[config.mk]
export PLATFORM = sky130hd
export DESIGN_NAME = tme_ram
export DESIGN_NICKNAME = d
export VERILOG_FILES = /design/src/design/tme_ram.sv
export SDC_FILE = /design/constraint.sdc
export NUM_CORES = 1
export LEC_CHECK = 0
export ABC_AREA = 1
export BUFFER_PORTS_ARGS = -buffer_cell sky130_fd_sc_hd__clkbuf_2
export CORE_ASPECT_RATIO = 1.75
export CORE_MARGIN = 2
export CORE_UTILIZATION = 55
export DETAILED_ROUTE_END_ITERATION = 8
export GPL_ROUTABILITY_DRIVEN = 1
export PLACE_DENSITY = 0.74
export SETUP_SLACK_MARGIN = 0.02
export SKIP_CTS_REPAIR_TIMING = 1
export SLEW_MARGIN = 20
export SYNTH_ARGS = -nofsm -noshare
export SYNTH_HDL_FRONTEND = slang
export SYNTH_SLANG_ARGS = --single-unit
[constraint.sdc]
create_clock -name clk -period 3 [get_ports clk]
set_clock_uncertainty 0.2 [all_clocks]
set_input_delay 0.6 -clock clk [delete_from_list [all_inputs] [get_ports clk]]
set_output_delay 0.6 -clock clk [all_outputs]
set_load 0.03 [all_outputs]
[src/design/tme_ram.sv]
// ----------------------------------------------------------------------------
// tme_ram
// Generic single-write, single-read RAM with registered read data.
// ----------------------------------------------------------------------------
module tme_ram #(
    parameter int WIDTH = 32,
    parameter int DEPTH = 16
) (
    input  logic                     clk,
    input  logic                     we,
    input  logic [$clog2(DEPTH)-1:0] waddr,
    input  logic [WIDTH-1:0]         wdata,
    input  logic [$clog2(DEPTH)-1:0] raddr,
    output logic [WIDTH-1:0]         rdata
);

    logic [WIDTH-1:0] mem [DEPTH];

    always_ff @(posedge clk)
    begin
        if (we)
        begin
            mem[waddr] <= wdata;
        end
        rdata <= mem[raddr];
    end

endmodule

# Word-level counts from Yosys, hierarchy flattened
# Memories as Yosys holds them, arrays and structs flattened. A register that Yosys moved wholly into a read port is not among the register bits.
# Index checks and enable logic that the tools add are counted.
classes:
  n_mux: 2
op_table:
  columns: ["op", "n"]
  rows:
  - ["$mux W1", 2]
totals:
  memories: 1
  input_bits: 42
  wordCells: 3
  out_inout_bits: 32
  ram_bits: 512
  ff_bits: 0
memory_table:
  columns: ["memory", "depth", "word_bits", "read_ports", "rd_clocked_by_memory_dff", "write_ports", "line_no", "rtl"]
  rows:
  - ["mem", 16, 32, 1, 1, 1, "17", "logic [WIDTH-1:0] mem [DEPTH];"]

# Depth between registers and ports, before layout
logic_depth:
  ltp_word: 2
  ltp_mapped: 10
  mapped_depth_nobuf: 7

# Worst setup path after synthesis
# OpenSTA, ideal clock, no wires.
synth_path:
  path_type: "in2reg"
  start: "in waddr[2]"
  end: "mem mem[10][0] (enable)"
  path_slack_ns: 0.207
  required_ns: 2.379
  n_path_buf: 0
  stages: 2
  arrival_ns: 2.172
  cell_sequence: "nand3b_1 -> nor2_1"
synth_lines:
  columns: ["item", "line_no", "rtl"]
  rows:
  - ["start: declaration", "11", "input logic [$clog2(DEPTH)-1:0] waddr,"]
  - ["end: declaration", "17", null]
# Straight into the memory's write port.

# Worst setup path in the final report
layout_path:
  start: "reg rdata[12] (read register of mem)"
  end: "out rdata[12]"
layout_lines:
  columns: ["item", "line_no", "rtl"]
  rows:
  - ["start: declaration", "14", "output logic [WIDTH-1:0] rdata"]
# No word-level cell between the ends.

==> run_results.csv <==
group,metric,value,unit
clock_network,cts_root_buffer,"clkbuf_16",
sta,maxSlewHeadroom,38.4,%
final_layout,layout_common_cells,"677 x nand2_1, 512 x edfxtp_1, 386 x inv_1",
yosys,synth-seq-cells,544,
critical_path,cp-end-kind,"output port",
detailed_routing,wl_per_cell,19.1,um
critical_path,cp_num_buf_inv,1,
floorplanning,fp.dieH,273,um
detailed_routing,ant_nets,0,
grt,grt_use_total,24.8,%
clock_network,cts.htree.levels,2,
critical_path,cp_slowest_cell,"dfxtp_1",
sta,period_minus_slack,2.04,ns
clock_network,clock_latency,0.57,ns
yosys,syn_avg_cell_area,10.7,sq um
clock_network,clock_sinks,544,
final_layout,syn2layout_area_growth,10.8,%
grt,antenna_found_initial,0,
sta,setup_viol,0,
pwr,power_density,615,mW/mm^2
final_layout,fillers,3125,
critical_path,critical_path_class,"flop to output port",
sta,period_share,68.0,%
final_layout,layout-drive-gt1-share,8.87,%
detailed_routing,vias,14800,
floorplanning,dieArea,0.0430,sq mm
yosys,syn_area,0.0227,sq mm
detailed_routing,remaining_drc_errors,0,
sta,slew_viol_final,0,
grt,gr-total-overflow,0,
critical_path,cp_slowest_stage_delay,0.42,ns
sta,rsz0062_at_grt,"false",
sta,setup_tns,0,ns
grt,grt_max_degree,136,
grt,first_global_vias,14700,
critical_path,crit_chain,"clkbuf_2",
detailed_routing,viasPerCell,5.35,
clock_network,cts-buffers-inserted,46,
clock_network,cts_buffer_depth,3,
grt,grt_first_pass_wirelength,80.7,mm
place,place_congestion,0.836,
yosys,yosys.cell_types.count,15,
place,port_buffers,73,
critical_path,cp_max_fo,1,
critical_path,critPathLaunchType,"flop",
floorplanning,die_w,158,um
yosys,yosysSeqAreaShare,70.5,%
floorplanning,coreArea,0.0408,sq mm
run,cap_violations,0,
pwr,cellLeakagePower,10.7,nW
yosys,synth_fp_nets,2162,
pwr,max-vdd-ir-drop,0.380,mV
place,place_hpwl,28.6,mm
detailed_routing,drtIter0Drc,1711,
critical_path,required,2.20,ns
pwr,power,15.5,mW
clock_network,cts_tree,"yes",
clock_network,clkTransAtPathRegs,0.07,ns
final_layout,nNetsFinal,2217,
detailed_routing,wirelength,52.6,mm
sta,max_freq,490,MHz
critical_path,path_delay_family,"flip-flops",
floorplanning,row_count,98,
critical_path,cp.arrival,1.24,ns
sta,tightest_slew,0.925,ns
hold_path,hold_path.class,"primary input to flop",
yosys,yosys_warnings,0,
floorplanning,start_util,55.7,%
run_status,outcome,"finished clean",
yosys,synthCells,2120,
final_layout,final_common_cell,"nand2_1",
floorplanning,io_pins,74,
sta,hold_viol,0,
detailed_routing,firstDrtPassIters,5,
==> final cells by class <==
cell class                 count  area (sq um)  area share, %
antenna                        1          2.50        0.00993
clock buffer                  61          1290           5.12
clock inverter                21           181          0.720
inverter                     390          1470           5.84
multi-input combinational   1081          4670           18.5
sequential                   544         16000           63.6
tap                          550           688           2.73
timing repair buffer         112           880           3.49
==> per-stage QoR <==
step / instances / utilization (%) / setup WS (ns) / area [sq um] / hold WS, ns
2_1_floorplan: 2120 / - / 0.207 / 22700 / 0.407
3_3_place_gp: 2677 / 58.1 / 0.667 / 23700 / 0.440
6_report: 2760 / 61.7 / 0.961 / 25200 / 0.260
3_5_place_dp: 2677 / 58.1 / 0.636 / 23700 / 0.457
4_1_cts: 2759 / 61.7 / 0.954 / 25200 / 0.226
5_1_grt: 2759 / 61.7 / 0.949 / 25200 / 0.263
==> layer usage <==
layer | GRT usage, % | wire, um | vias up | share of wire (%)
li1 | - | - | 6934 | -
met1 | 30.5 | 19700 | 7100 | 37
met2 | 44.1 | 27400 | 616 | 52
met3 | 3.09 | 3610 | 117 | 6.9
met4 | 9.93 | 1870 | 0 | 3.6
met5 | 0 | 0 | - | 0
==> worst paths after layout <==
kind,from,endpoint,slack [ns],cells past startpoint
setup reg to reg,mem[15][20],rdata[20],1.70,6
hold / removal,wdata[3],mem[7][3],0.26,1
hold reg to reg,mem[4][12],rdata[12],0.47,6
setup / recovery,rdata[12],rdata[12],0.96,1
==> where the power goes <==
group	switching, mW	internal [mW]	leakage, nW
Sequential	0.0596	8.49	4.90
Clock	2.61	3.28	0.711
Combinational	0.786	0.280	5.13
Total	3.45	12.1	10.7
==> cells in the mapped netlist <==
| library cell | n | area share [%] |
|---|---|---|
| nand2_1 | 677 | 11 |
| edfxtp_1 | 512 | 68 |
| inv_1 | 388 | 6.4 |
| nand3_1 | 385 | 8.5 |
| buf_2 | 41 | 0.90 |
| dfxtp_1 | 32 | 2.8 |
| buf_6 | 29 | 1.4 |
| nor2_1 | 17 | 0.28 |
| buf_1 | 14 | 0.23 |
| clkbuf_1 | 14 | 0.23 |
| buf_4 | 6 | 0.20 |
| nand3b_1 | 2 | 0.066 |
| buf_12 | 1 | 0.088 |
| inv_2 | 1 | 0.016 |
| inv_4 | 1 | 0.028 |
==> cells by family after synthesis <==
group	synth area share, %
AND/OR/NAND/NOR	20.0
flip-flops	70.5
buffers and inverters	9.54
==> registers in the layout (all words and copies together) (netlist names) <==
register / count
rdata: 32
mem: 512
(Power assumes the default switching activity.)
